==> config.mk <==
export PLATFORM = sky130hd
export DESIGN_NAME = error_record_log_table_unit
export DESIGN_NICKNAME = d
export VERILOG_FILES = /design/src/hw/rtl/erl_pkg.sv /design/src/hw/rtl/erl_ctrl.sv /design/src/hw/rtl/erl_dp.sv /design/src/hw/rtl/error_record_log_table_unit.sv
export SDC_FILE = /design/constraint.sdc
export NUM_CORES = 2
export LEC_CHECK = 0
export ABC_AREA = 1
export BUFFER_PORTS_ARGS = -buffer_cell sky130_fd_sc_hd__buf_2
export CAP_MARGIN = 40
export CORE_MARGIN = 8
export CORE_UTILIZATION = 40
export DETAILED_ROUTE_END_ITERATION = 10
export SLEW_MARGIN = 15
export SYNTH_ARGS = -nofsm -noshare
export SYNTH_HDL_FRONTEND = slang
export SYNTH_HIERARCHICAL = 1
export SYNTH_SLANG_ARGS = --single-unit
==> constraint.sdc <==
create_clock -name clk -period 50.5 [get_ports clk]
set_input_delay 10.1 -clock clk [delete_from_list [all_inputs] [get_ports clk]]
set_output_delay 10.1 -clock clk [all_outputs]
set_load 0.1 [all_outputs]
==> src/hw/rtl/erl_pkg.sv <==
// Shared types, codes and field widths of the error record log table.
`default_nettype none

package erl_pkg;

	localparam int unsigned COUNT_W    = 8;
	localparam int unsigned LINE_W     = 16;
	localparam int unsigned FILE_W     = 64;
	localparam int unsigned IDX_IN_W   = 8;
	localparam int unsigned TOTAL_W    = 16;
	localparam int unsigned KIND_W     = 2;
	localparam int unsigned CFG_IDX_W  = 2;
	localparam int unsigned CFG_DATA_W = 8;
	localparam int unsigned IN_DATA_W  = 96;
	localparam int unsigned OUT_DATA_W = 136;

	localparam logic [IDX_IN_W-1:0] NO_SLOT   = 8'hFF;
	localparam logic [COUNT_W-1:0]  COUNT_MAX = 8'hFF;

	localparam logic [KIND_W-1:0] KIND_STORE   = 2'd0;
	localparam logic [KIND_W-1:0] KIND_CLR_ONE = 2'd1;
	localparam logic [KIND_W-1:0] KIND_CLR_ALL = 2'd2;
	localparam logic [KIND_W-1:0] KIND_READ    = 2'd3;

	localparam logic [CFG_IDX_W-1:0] REG_ONLINE    = 2'd0;
	localparam logic [CFG_IDX_W-1:0] REG_LOG_EN    = 2'd1;
	localparam logic [CFG_IDX_W-1:0] REG_THRESHOLD = 2'd2;

	localparam logic                  ONLINE_RST    = 1'b0;
	localparam logic                  LOG_EN_RST    = 1'b1;
	localparam logic [COUNT_W-1:0]    THRESHOLD_RST = 8'd20;

	typedef logic [2:0] op_t;

	localparam op_t OP_FAIL    = 3'd0;
	localparam op_t OP_STORE   = 3'd1;
	localparam op_t OP_CLR_ONE = 3'd2;
	localparam op_t OP_CLR_ALL = 3'd3;
	localparam op_t OP_READ    = 3'd4;

	typedef struct packed {
		logic load;
		logic scan_issue;
		logic rd_slot;
		logic sweep;
		logic commit;
	} erl_cmd_t;

	typedef struct packed {
		op_t  op;
		logic scan_done;
		logic sweep_last;
		logic out_free;
	} erl_stat_t;

endpackage

`default_nettype wire

==> src/hw/rtl/erl_ctrl.sv <==
// Controller state machine that sequences decode, table scan, sweep and commit.
`default_nettype none

module erl_ctrl
	import erl_pkg::*;
(
	input  wire logic      clk,
	input  wire logic      arst_n,
	input  wire logic      in_valid,
	output logic           in_ready,
	input  wire erl_stat_t stat,
	output erl_cmd_t       cmd
);

	localparam logic [2:0] ST_IDLE   = 3'd0;
	localparam logic [2:0] ST_DECODE = 3'd1;
	localparam logic [2:0] ST_SCAN   = 3'd2;
	localparam logic [2:0] ST_SWEEP  = 3'd3;
	localparam logic [2:0] ST_FINISH = 3'd4;

	logic [2:0] state_q;
	logic [2:0] state_nx;

	assign in_ready = (state_q == ST_IDLE);

	always_comb begin
		cmd      = '0;
		state_nx = state_q;
		unique case (state_q)
			ST_IDLE: begin
				if (in_valid) begin
					cmd.load = 1'b1;
					state_nx = ST_DECODE;
				end
			end
			ST_DECODE: begin
				unique case (stat.op)
					OP_STORE:   state_nx = ST_SCAN;
					OP_CLR_ALL: state_nx = ST_SWEEP;
					OP_CLR_ONE, OP_READ: begin
						cmd.rd_slot = 1'b1;
						state_nx    = ST_FINISH;
					end
					default:    state_nx = ST_FINISH;
				endcase
			end
			ST_SCAN: begin
				cmd.scan_issue = 1'b1;
				if (stat.scan_done) begin
					state_nx = ST_FINISH;
				end
			end
			ST_SWEEP: begin
				cmd.sweep = 1'b1;
				if (stat.sweep_last) begin
					state_nx = ST_FINISH;
				end
			end
			ST_FINISH: begin
				if (stat.out_free) begin
					cmd.commit = 1'b1;
					state_nx   = ST_IDLE;
				end
			end
			default: state_nx = ST_IDLE;
		endcase
	end

	always_ff @(posedge clk or negedge arst_n) begin
		if (!arst_n) begin
			state_q <= ST_IDLE;
		end else begin
			state_q <= state_nx;
		end
	end

endmodule

`default_nettype wire

==> src/hw/rtl/erl_dp.sv <==
// Datapath with the record memory, valid bits, scan registers, totals and result register.
`default_nettype none

module erl_dp
	import erl_pkg::*;
#(
	parameter int unsigned SLOTS      = 32,
	parameter int unsigned NAME_BYTES = 8
) (
	input  wire logic                  clk,
	input  wire logic                  arst_n,
	input  wire erl_cmd_t              cmd,
	output erl_stat_t                  stat,
	input  wire logic                  cfg_we,
	input  wire logic [CFG_IDX_W-1:0]  cfg_index,
	input  wire logic [CFG_DATA_W-1:0] cfg_data,
	input  wire logic [KIND_W-1:0]     kind,
	input  wire logic [LINE_W-1:0]     line_number,
	input  wire logic [FILE_W-1:0]     file_code,
	input  wire logic                  is_fatal,
	input  wire logic [IDX_IN_W-1:0]   slot_index,
	input  wire logic                  out_ready,
	output logic                       out_valid,
	output logic                       status,
	output logic                       below_threshold,
	output logic [IDX_IN_W-1:0]        slot_used,
	output logic [COUNT_W-1:0]         record_count,
	output logic [LINE_W-1:0]          record_line,
	output logic [FILE_W-1:0]          record_file,
	output logic                       record_fatal,
	output logic [TOTAL_W-1:0]         unique_total,
	output logic [TOTAL_W-1:0]         dropped_total
);

	localparam int unsigned IDX_W  = (SLOTS > 1) ? $clog2(SLOTS) : 1;
	localparam int unsigned NAME_W = 8 * NAME_BYTES;
	localparam logic [IDX_W-1:0]    LAST_IDX  = IDX_W'(SLOTS - 1);
	localparam logic [IDX_IN_W:0]   SLOTS_EXT = (IDX_IN_W + 1)'(SLOTS);

	typedef struct packed {
		logic              fatal;
		logic [NAME_W-1:0] name;
		logic [LINE_W-1:0] line;
		logic [COUNT_W-1:0] count;
	} rec_t;

	function automatic logic [NAME_W-1:0] norm_name(input logic [FILE_W-1:0] code);
		logic [NAME_W-1:0] r;
		logic              alive;
		r     = '0;
		alive = 1'b1;
		for (int i = 0; i < NAME_BYTES; i++) begin
			if (code[8*i +: 8] == 8'h00) begin
				alive = 1'b0;
			end
			if (alive) begin
				r[8*i +: 8] = code[8*i +: 8];
			end
		end
		return r;
	endfunction

	rec_t               mem [SLOTS];
	logic [SLOTS-1:0]   vld_q;

	logic               online_q;
	logic               log_en_q;
	logic [COUNT_W-1:0] thr_q;

	op_t                op_q;
	op_t                op_in;
	logic               in_range;
	logic               en;
	logic [LINE_W-1:0]  line_q;
	logic [NAME_W-1:0]  name_q;
	logic               fatal_q;
	logic [IDX_W-1:0]   idx_q;

	logic [IDX_W-1:0]   ptr_q;
	logic               issue_end_q;
	logic               scan_s1_q;
	logic [IDX_W-1:0]   idx_s1;
	rec_t               rd_s1;
	logic               issue;
	logic               rd_en;
	logic [IDX_W-1:0]   rd_addr;

	logic               hit_q;
	logic [IDX_W-1:0]   hit_idx_q;
	logic [COUNT_W-1:0] hit_cnt_q;
	logic               hit_fatal_q;
	logic               have_empty_q;
	logic [IDX_W-1:0]   empty_q;
	logic               have_nf_q;
	logic [IDX_W-1:0]   nf_q;

	logic               live_s1;
	logic               match_s1;
	logic               eval;

	logic [IDX_W-1:0]   new_idx;
	logic               slot_live;
	logic               wr_en;
	logic [IDX_W-1:0]   wr_addr;
	rec_t               wr_rec;
	logic               set_vld;
	logic               clr_vld;
	logic [IDX_W-1:0]   vld_addr;
	logic               uniq_inc;
	logic               uniq_dec;
	logic               drop_inc;
	logic [TOTAL_W-1:0] unique_q;
	logic [TOTAL_W-1:0] dropped_q;
	logic [TOTAL_W-1:0] unique_nx;
	logic [TOTAL_W-1:0] dropped_nx;

	logic               r_status;
	logic               r_below;
	logic [IDX_IN_W-1:0] r_used;
	logic [COUNT_W-1:0] r_count;
	logic [LINE_W-1:0]  r_line;
	logic [FILE_W-1:0]  r_file;
	logic               r_fatal;
	logic               out_valid_q;

	// Configuration registers.
	always_ff @(posedge clk or negedge arst_n) begin
		if (!arst_n) begin
			online_q <= ONLINE_RST;
			log_en_q <= LOG_EN_RST;
			thr_q    <= THRESHOLD_RST;
		end else if (cfg_we) begin
			unique case (cfg_index)
				REG_ONLINE:    online_q <= cfg_data[0];
				REG_LOG_EN:    log_en_q <= cfg_data[0];
				REG_THRESHOLD: thr_q    <= cfg_data[COUNT_W-1:0];
				default: ;
			endcase
		end
	end

	// Operation decode at accept time.
	assign in_range = {1'b0, slot_index} < SLOTS_EXT;
	assign en       = online_q && log_en_q;

	always_comb begin
		op_in = OP_FAIL;
		unique case (kind)
			KIND_STORE:   op_in = en ? OP_STORE : OP_FAIL;
			KIND_CLR_ONE: begin
				if (slot_index == NO_SLOT) begin
					op_in = en ? OP_CLR_ALL : OP_FAIL;
				end else begin
					op_in = (en && in_range) ? OP_CLR_ONE : OP_FAIL;
				end
			end
			KIND_CLR_ALL: op_in = en ? OP_CLR_ALL : OP_FAIL;
			KIND_READ:    op_in = (online_q && in_range) ? OP_READ : OP_FAIL;
			default:      op_in = OP_FAIL;
		endcase
	end

	always_ff @(posedge clk or negedge arst_n) begin
		if (!arst_n) begin
			op_q <= OP_FAIL;
		end else if (cmd.load) begin
			op_q <= op_in;
		end
	end

	always_ff @(posedge clk) begin
		if (cmd.load) begin
			line_q  <= line_number;
			name_q  <= norm_name(file_code);
			fatal_q <= is_fatal;
			idx_q   <= slot_index[IDX_W-1:0];
		end
	end

	// Scan pointer and read issue.
	assign issue   = cmd.scan_issue && !issue_end_q && !hit_q;
	assign rd_en   = issue || cmd.rd_slot;
	assign rd_addr = cmd.rd_slot ? idx_q : ptr_q;

	always_ff @(posedge clk or negedge arst_n) begin
		if (!arst_n) begin
			ptr_q       <= '0;
			issue_end_q <= 1'b0;
			scan_s1_q   <= 1'b0;
		end else if (cmd.load) begin
			ptr_q       <= '0;
			issue_end_q <= 1'b0;
			scan_s1_q   <= 1'b0;
		end else begin
			scan_s1_q <= issue;
			if (issue || cmd.sweep) begin
				if (ptr_q == LAST_IDX) begin
					issue_end_q <= 1'b1;
				end else begin
					ptr_q <= ptr_q + 1'b1;
				end
			end
		end
	end

	always_ff @(posedge clk) begin
		if (rd_en) begin
			rd_s1 <= mem[rd_addr];
		end
		if (issue) begin
			idx_s1 <= ptr_q;
		end
	end

	always_ff @(posedge clk) begin
		if (wr_en && cmd.commit) begin
			mem[wr_addr] <= wr_rec;
		end
	end

	// Evaluation of one scanned record per cycle.
	assign live_s1  = vld_q[idx_s1];
	assign match_s1 = live_s1 && (rd_s1.line == line_q) && (rd_s1.name == name_q);
	assign eval     = scan_s1_q && !hit_q;

	always_ff @(posedge clk or negedge arst_n) begin
		if (!arst_n) begin
			hit_q        <= 1'b0;
			have_empty_q <= 1'b0;
			have_nf_q    <= 1'b0;
			hit_idx_q    <= '0;
			hit_cnt_q    <= '0;
			hit_fatal_q  <= 1'b0;
			empty_q      <= '0;
			nf_q         <= '0;
		end else if (cmd.load) begin
			hit_q        <= 1'b0;
			have_empty_q <= 1'b0;
			have_nf_q    <= 1'b0;
		end else if (eval) begin
			if (!have_nf_q && !(live_s1 && rd_s1.fatal)) begin
				have_nf_q <= 1'b1;
				nf_q      <= idx_s1;
			end
			if (!live_s1) begin
				if (!have_empty_q) begin
					have_empty_q <= 1'b1;
					empty_q      <= idx_s1;
				end
			end else if (match_s1) begin
				hit_q       <= 1'b1;
				hit_idx_q   <= idx_s1;
				hit_cnt_q   <= rd_s1.count;
				hit_fatal_q <= rd_s1.fatal;
			end
		end
	end

	// Final action and result of the operation.
	assign new_idx   = have_empty_q ? empty_q : nf_q;
	assign slot_live = vld_q[idx_q];

	always_comb begin
		wr_en    = 1'b0;
		wr_addr  = hit_idx_q;
		wr_rec   = '{fatal: hit_fatal_q, name: name_q, line: line_q,
			count: hit_cnt_q + 8'd1};
		set_vld  = 1'b0;
		clr_vld  = 1'b0;
		vld_addr = idx_q;
		uniq_inc = 1'b0;
		uniq_dec = 1'b0;
		drop_inc = 1'b0;
		r_status = 1'b1;
		r_used   = NO_SLOT;
		r_count  = '0;
		r_line   = '0;
		r_file   = '0;
		r_fatal  = 1'b0;
		unique case (op_q)
			OP_STORE: begin
				if (hit_q) begin
					r_used = IDX_IN_W'(hit_idx_q);
					if (hit_cnt_q == COUNT_MAX) begin
						drop_inc = 1'b1;
						r_count  = COUNT_MAX;
					end else begin
						wr_en    = 1'b1;
						r_status = 1'b0;
						r_count  = hit_cnt_q + 8'd1;
					end
				end else if (have_empty_q || (fatal_q && have_nf_q)) begin
					wr_en    = 1'b1;
					wr_addr  = new_idx;
					wr_rec   = '{fatal: fatal_q, name: name_q, line: line_q, count: 8'd1};
					set_vld  = 1'b1;
					vld_addr = new_idx;
					uniq_inc = 1'b1;
					r_status = 1'b0;
					r_used   = IDX_IN_W'(new_idx);
					r_count  = 8'd1;
				end else begin
					drop_inc = 1'b1;
				end
			end
			OP_CLR_ONE: begin
				r_status = 1'b0;
				r_used   = IDX_IN_W'(idx_q);
				if (slot_live) begin
					r_count  = rd_s1.count;
					clr_vld  = 1'b1;
					uniq_dec = 1'b1;
				end
			end
			OP_READ: begin
				r_status = 1'b0;
				r_used   = IDX_IN_W'(idx_q);
				if (slot_live) begin
					r_count = rd_s1.count;
					r_line  = rd_s1.line;
					r_file  = FILE_W'(rd_s1.name);
					r_fatal = rd_s1.fatal;
				end
			end
			OP_CLR_ALL: r_status = 1'b0;
			default: ;
		endcase
		r_below = (op_q == OP_STORE) && !r_status && (r_count <= thr_q);
	end

	always_ff @(posedge clk or negedge arst_n) begin
		if (!arst_n) begin
			vld_q <= '0;
		end else if (cmd.sweep) begin
			vld_q[ptr_q] <= 1'b0;
		end else if (cmd.commit) begin
			if (set_vld) begin
				vld_q[vld_addr] <= 1'b1;
			end
			if (clr_vld) begin
				vld_q[vld_addr] <= 1'b0;
			end
		end
	end

	// Saturating totals.
	always_comb begin
		unique_nx  = unique_q;
		dropped_nx = dropped_q;
		if (cmd.sweep) begin
			if (vld_q[ptr_q] && (unique_q != '0)) begin
				unique_nx = unique_q - 1'b1;
			end
		end else if (cmd.commit) begin
			if (uniq_inc && (unique_q != '1)) begin
				unique_nx = unique_q + 1'b1;
			end else if (uniq_dec && (unique_q != '0)) begin
				unique_nx = unique_q - 1'b1;
			end
			if (drop_inc && (dropped_q != '1)) begin
				dropped_nx = dropped_q + 1'b1;
			end
		end
	end

	always_ff @(posedge clk or negedge arst_n) begin
		if (!arst_n) begin
			unique_q  <= '0;
			dropped_q <= '0;
		end else begin
			unique_q  <= unique_nx;
			dropped_q <= dropped_nx;
		end
	end

	// Result register.
	always_ff @(posedge clk or negedge arst_n) begin
		if (!arst_n) begin
			out_valid_q <= 1'b0;
		end else if (cmd.commit) begin
			out_valid_q <= 1'b1;
		end else if (out_ready) begin
			out_valid_q <= 1'b0;
		end
	end

	always_ff @(posedge clk) begin
		if (cmd.commit) begin
			status          <= r_status;
			below_threshold <= r_below;
			slot_used       <= r_used;
			record_count    <= r_count;
			record_line     <= r_line;
			record_file     <= r_file;
			record_fatal    <= r_fatal;
			unique_total    <= unique_nx;
			dropped_total   <= dropped_nx;
		end
	end

	assign out_valid       = out_valid_q;
	assign stat.op         = op_q;
	assign stat.scan_done  = eval && (match_s1 || (idx_s1 == LAST_IDX));
	assign stat.sweep_last = (ptr_q == LAST_IDX);
	assign stat.out_free   = !out_valid_q || out_ready;

	a_commit_free: assert property (@(posedge clk) disable iff (!arst_n)
		cmd.commit |-> (!out_valid_q || out_ready))
		else $error("result committed while the output register is occupied");

	a_hit_live: assert property (@(posedge clk) disable iff (!arst_n)
		hit_q |-> vld_q[hit_idx_q])
		else $error("matching record is not live");

	a_unique_stable: assert property (@(posedge clk) disable iff (!arst_n)
		(!cmd.commit && !cmd.sweep) |=> $stable(unique_q))
		else $error("unique total changed outside sweep or commit");

	a_sweep_op: assert property (@(posedge clk) disable iff (!arst_n)
		cmd.sweep |-> (op_q == OP_CLR_ALL))
		else $error("sweep issued for an operation other than clear all");

endmodule

`default_nettype wire

==> src/hw/rtl/error_record_log_table_unit.sv <==
// Top level of the error record log table: stream ports, configuration port and wiring.
//
// Usage: one command beat enters on the s_axis side; tuser carries the kind (store,
// clear one, clear all, read) and tdata the line, file code, fatal mark and slot index.
// Each command gives exactly one result beat on the m_axis side with status, threshold
// flag, slot, record fields and both totals. Configuration registers (online, log
// enable, count threshold) are written through cfg_we, cfg_index and cfg_data; the user
// must write them only while the block is idle, which the block itself does not enforce.
// Throughput: one command at a time. A store scans the record memory one slot per
// cycle through its single read port; it stops early at a matching record. Clear all
// sweeps the valid bits one slot per cycle. Read and clear one read only their own
// slot, and refused commands go straight to the result.
// Reset clears all records (valid bits) and both totals, and returns the configuration
// registers to their defaults: offline, logging enabled, threshold 20.
// A result that the receiver stalls stays in the output register; the next command is
// still accepted and worked up to its own result, which then waits for the register.
`default_nettype none

module error_record_log_table_unit
	import erl_pkg::*;
#(
	parameter int unsigned SLOTS      = 32,
	parameter int unsigned NAME_BYTES = 8
) (
	input  wire logic                  clk,
	input  wire logic                  arst_n,
	input  wire logic                  s_axis_tvalid,
	output logic                       s_axis_tready,
	// line_number[15:0], file_code[79:16], is_fatal[80], slot_index[88:81], zero fill
	input  wire logic [IN_DATA_W-1:0]  s_axis_tdata,
	// kind[1:0]
	input  wire logic [KIND_W-1:0]     s_axis_tuser,
	output logic                       m_axis_tvalid,
	input  wire logic                  m_axis_tready,
	// status[0], below_threshold[1], slot_used[9:2], record_count[17:10],
	// record_line[33:18], record_file[97:34], record_fatal[98], unique_total[114:99],
	// dropped_total[130:115], zero fill
	output logic [OUT_DATA_W-1:0]      m_axis_tdata,
	input  wire logic                  cfg_we,
	input  wire logic [CFG_IDX_W-1:0]  cfg_index,
	input  wire logic [CFG_DATA_W-1:0] cfg_data
);

	erl_cmd_t            cmd;
	erl_stat_t           stat;
	logic                status;
	logic                below_threshold;
	logic [IDX_IN_W-1:0] slot_used;
	logic [COUNT_W-1:0]  record_count;
	logic [LINE_W-1:0]   record_line;
	logic [FILE_W-1:0]   record_file;
	logic                record_fatal;
	logic [TOTAL_W-1:0]  unique_total;
	logic [TOTAL_W-1:0]  dropped_total;

	erl_ctrl u_ctrl (
		.clk      (clk),
		.arst_n   (arst_n),
		.in_valid (s_axis_tvalid),
		.in_ready (s_axis_tready),
		.stat     (stat),
		.cmd      (cmd)
	);

	erl_dp #(
		.SLOTS      (SLOTS),
		.NAME_BYTES (NAME_BYTES)
	) u_dp (
		.clk             (clk),
		.arst_n          (arst_n),
		.cmd             (cmd),
		.stat            (stat),
		.cfg_we          (cfg_we),
		.cfg_index       (cfg_index),
		.cfg_data        (cfg_data),
		.kind            (s_axis_tuser),
		.line_number     (s_axis_tdata[15:0]),
		.file_code       (s_axis_tdata[79:16]),
		.is_fatal        (s_axis_tdata[80]),
		.slot_index      (s_axis_tdata[88:81]),
		.out_ready       (m_axis_tready),
		.out_valid       (m_axis_tvalid),
		.status          (status),
		.below_threshold (below_threshold),
		.slot_used       (slot_used),
		.record_count    (record_count),
		.record_line     (record_line),
		.record_file     (record_file),
		.record_fatal    (record_fatal),
		.unique_total    (unique_total),
		.dropped_total   (dropped_total)
	);

	assign m_axis_tdata = {5'b0, dropped_total, unique_total, record_fatal, record_file,
		record_line, record_count, slot_used, below_threshold, status};

endmodule

`default_nettype wire
Word-level counts from Yosys, hierarchy flattened:

Memories as Yosys holds them, arrays and structs flattened. A register that Yosys moved wholly into a read port is not among the register bits.
Cells that the tools add are included.
W data, S select, Z words.

* register bits: 337
* logic and storage cells: 270
* memories: 1
* output and inout port bits: 138
* RAM bits: 2848
* bits of input ports: 113

* mux-type cells: 113
* add/subtract/negate cells: 5
* equal/unequal tests: 27
* reduce and logical (&&, ||, !) cells: 67
* $lt $le $gt $ge: 8
* bitwise operators: 8

Memory list
* u_dp.mem: depth 32, bits a word 89, rd ports 1, clocked after memory_dff 1, wr ports 1, RTL line erl_dp.sv:63 `rec_t mem [SLOTS];`

Operators by type and width (number)
* $mux W89: 3
* $mux W32: 6
* $mux W16: 8
* $and A32 B32 Y32: 2
* $eq A64 B64 Y1: 1
* $logic_not A8 Y1: 8
* $not A32 Y32: 2
* $mux W1: 61
* $mux W5: 11
* $mux W8: 5
* $add A16 B1 Y16 const B: 2
* $ne A16 B16 Y1 const B: 2
* $or A32 B32 Y32: 1
* $pmux W8 S2: 2
* $lt A5 B6 Y1 const B: 4
* $logic_and A1 B1 Y1: 21
* $mux W3: 6
* $eq A16 B16 Y1: 1
* $eq A8 B8 Y1 const B: 2
* $reduce_and A2 Y1: 8
* $reduce_bool A16 Y1: 1
* $reduce_bool A2 Y1: 8
* $sub A16 B1 Y16 const B: 1
* $bmux W1 S5: 3
* other kinds (27): 59

Depth between registers and ports, before layout:

* depth in word-level cells: 17
* depth in mapped cells: 20
* mapped depth without buffers: 18

By module:

Netlist, hierarchy kept.

Modules (own cells, without submodules)
* erl_dp: instances 1, cells each 10291, area each 132467.0 µm²
* erl_ctrl: instances 1, cells each 44, area each 249.0 µm²
* error_record_log_table_unit: instances 1, cells each 9, area each 63.8 µm²

Worst setup path before layout:

Ideal clock, no wire load.

* kind: input-to-reg
* start point: input m_axis_tready
* end point: memory u_dp/mem[0][0] (netlist bit) (enable)
* library setup time: 0.538 ns
* data arrival time: 27.981 ns
* setup slack: 21.981 ns
* stages: 8
* path through: inv_1 nand2_1 inv_1 nor4_1 nand3_1 nor2_1 nand2_1 nor2_1

RTL lines
* from (decl): RTL line error_record_log_table_unit.sv:34 `input wire logic m_axis_tready,`
* to (decl): RTL line erl_dp.sv:63

==> flow_summary.toml <==
[yosys]
ys_ff_latch = 3272
async_flop_share = 0.0351
synthesis.area_um2 = 133000
ys_top_cells_by_count = "edfxtp_1, nor2_1, o22ai_1"
ys_warn_count = 6
syn_inst = 10300
synth_cell_types = 55
syn_avg_cell_area_um2 = 12.8
synth_area_leaders = "edfxtp_1, nor2_1, o22ai_1"
synth_top_cell_area_share = 0.714
seq_area_frac_synth = 0.736
yosysMostFrequentCell = "edfxtp_1"
ys.flop_type = "edfxtp_1"
synth_top_cell_by_area = "edfxtp_1"
synth-edff-count = 3157

[pwr]
p_leak_nw = 49.6
power_mw = 7.59
p_per_area_nw_per_um2 = 50.1
ir_drop_mv = 0.0640

[floorplan]
core_area_um2 = 330000
pin_count = 251
initial_core_util = 0.402
row_count = 211
die_area_um2 = 351000
die_y_um = 592
die_w_um = 592

[sta]
finClkSkew_ps = 58.6
worstMarginPinSlew_ps = 1220
max_freq_mhz = 75.3
fin_hold_ws_ps = 487
maxSlewViolCount = 0
final-hold-violation-count = 0
rsz0062_at_grt = "no"
setup_violations = 0
period_share = 0.263
worst_slack_ps = 37220
fin_setup_tns_ps = 0
relSlewSlack = 0.184
fin_crit_ps = 13280

[setup_path]
cp-end-kind = "flop"
critPathArrivalTime_ps = 13780
worstPathMaxFanout = 36
crit_family = "buffers and inverters"
slowest_delay_ps = 790
cp.buffers_inverters = 7
setup.worst_path.class = "in2reg"
crit_required_ps = 51010
worstPathCellList = "buf_2 > inv_1 > nand2_1 > inv_1 > nor4_2 > buf_4 > nand3_1 > nor2_1 > nand2_1 > nor2_4 > buf_12 > buf_4 > buf_4"
crit_top_cell = "buf_4"
start_kind = "input pin"
slowest_stage = "buf_4"

[global_route]
grt_max_degree = 241
grt_pass1_wl_um = 565000
grt_antenna_before_repair = 11
grt_overflow = 0
grt_use_total = 0.215
grt_pass1_vias = 83800

[layout]
multi_input_area_um2 = 31100
syn_to_final_growth_pct = 14.2
layout-drive-gt1-share = 0.104
final_cell_count_no_fill = 15200
nFillCells = 28900
regArea_um2 = 97700
nets = 10700

[cts]
cts_tree = "built"
cts_resized = 0
cts-htree-levels = 5
cts-root-buf = "clkbuf_16"
cts_sinks = 3272
cts_setup_buffers = 0
numCtsBuffers = 344
cts.clk_slew.worst_paths_ps = 60
postCtsHoldBufs = 0
clk_latency_ps = 940
clockBufferDepth = 4

[route]
drc_errors = 0
wirelength_um = 392000
drt_first_pass_iters = 9
num_vias = 87300
viasPerCell = 5.75
drt-initial-drc-count = 10500
final_antenna_net_count = 0
wl_per_cell_um = 25.8

[status]
status = "finished clean"

[min_path]
hp-class = "reg2reg"

[placement]
place_ws_ps = 36360
place_inst = 14500
hpwl_um = 204000
place.gp.congestion = 0.830
portBuffers = 238

[flow_run]
maxCapViolations = 0
-- path summary, 6_finish.rpt --
| kind | startpoint | to | slack, ps | cells after the start |
|---|---|---|---|---|
| min in group asynchronous | arst_n | u_dp/dropped_q[12] | 9100 | 1 |
| max in group asynchronous | arst_n | u_dp/unique_q[7] | 40580 | 3 |
| worst max register to register | u_dp/idx_q[0] | u_dp/rd_s1[50] | 44290 | 17 |
| worst min register to register | u_dp/empty_q[2] | u_dp/empty_q[2] | 490 | 1 |
| worst min-delay path | u_dp/empty_q[2] | u_dp/empty_q[2] | 490 | 1 |
| worst max-delay path | m_axis_tready | u_dp/mem[20][67] | 37220 | 13 |
-- metal layers --
layer | wire, um | track usage | vias to the layer above
li1 | - | - | 38400
met1 | 162000 | 0.301 | 44100
met2 | 184000 | 0.349 | 4037
met3 | 32000 | 0.0264 | 694
met4 | 13300 | 0.0708 | 2
met5 | 13 | 0 | -
-- area by class of cell --
type / instances / area share
Antenna cell: 3 / 0.0000495
Sequential cell: 3272 / 0.644
Multi-Input combinational cell: 6060 / 0.205
Inverter: 328 / 0.00832
Timing Repair Buffer: 530 / 0.0330
Clock buffer: 420 / 0.0593
Clock inverter: 204 / 0.0138
Tap cell: 4366 / 0.0360
-- report_power, final --
part           switching [mW]  internal [mW]  total (mW)
combinational            1.37          0.514        1.88
sequential             0.0494           3.15        3.20
clock                    1.06           1.45        2.51
total                    2.48           5.12        7.59
-- layout by cell type (no fill, tap or decap), drive strengths merged, types with 2 or more instances in the layout --
cell	count
a31o	3
nor4	15
dfrtp	112
a22oi	2
or2	8
nand3	181
o221ai	3
o21a	4
nor2	2069
o21bai	719
clkbuf	420
o21ai	1169
buf	530
o211ai	59
o31ai	2
nand2	683
bufinv	34
nor3	35
conb	5
o22ai	892
xnor2	36
inv	343
diode	3
o32ai	13
ha	18
edfxtp	3157
a21oi	43
nand4	28
dfstp	3
clkinv	145
xor2	63
clkinvlp	10
-- state kept, by name, indices dropped and copies added, names as in the netlist, 32 cells and up --
name / flops
u_dp/mem: 2848
u_dp/rd_s1: 89
u_dp/vld_q: 32
u_dp/name_q: 64
u_dp/record_file: 64
-- cell families after synthesis --
| group | count (synthesis) | synth area share |
|---|---|---|
| adders and majority gates | 18 | 0.00170 |
| and+or+nand+nor | 3023 | 0.0897 |
| buffers and inverters | 1016 | 0.0324 |
| AOI/OAI and AO/OA | 2915 | 0.134 |
| other | 1 | 0.0000282 |
| xor gates and xnor gates | 99 | 0.00653 |
| DFF | 3272 | 0.736 |
-- metrics by stage --
stage | area, um2 | utilization
floorplan | 133000 | -
global placement | 138000 | 0.419
detailed placement | 140000 | 0.424
CTS | 151000 | 0.458
global route | 152000 | 0.459
finish | 152000 | 0.459
Note: power is estimated with default switching activity, not from simulation.
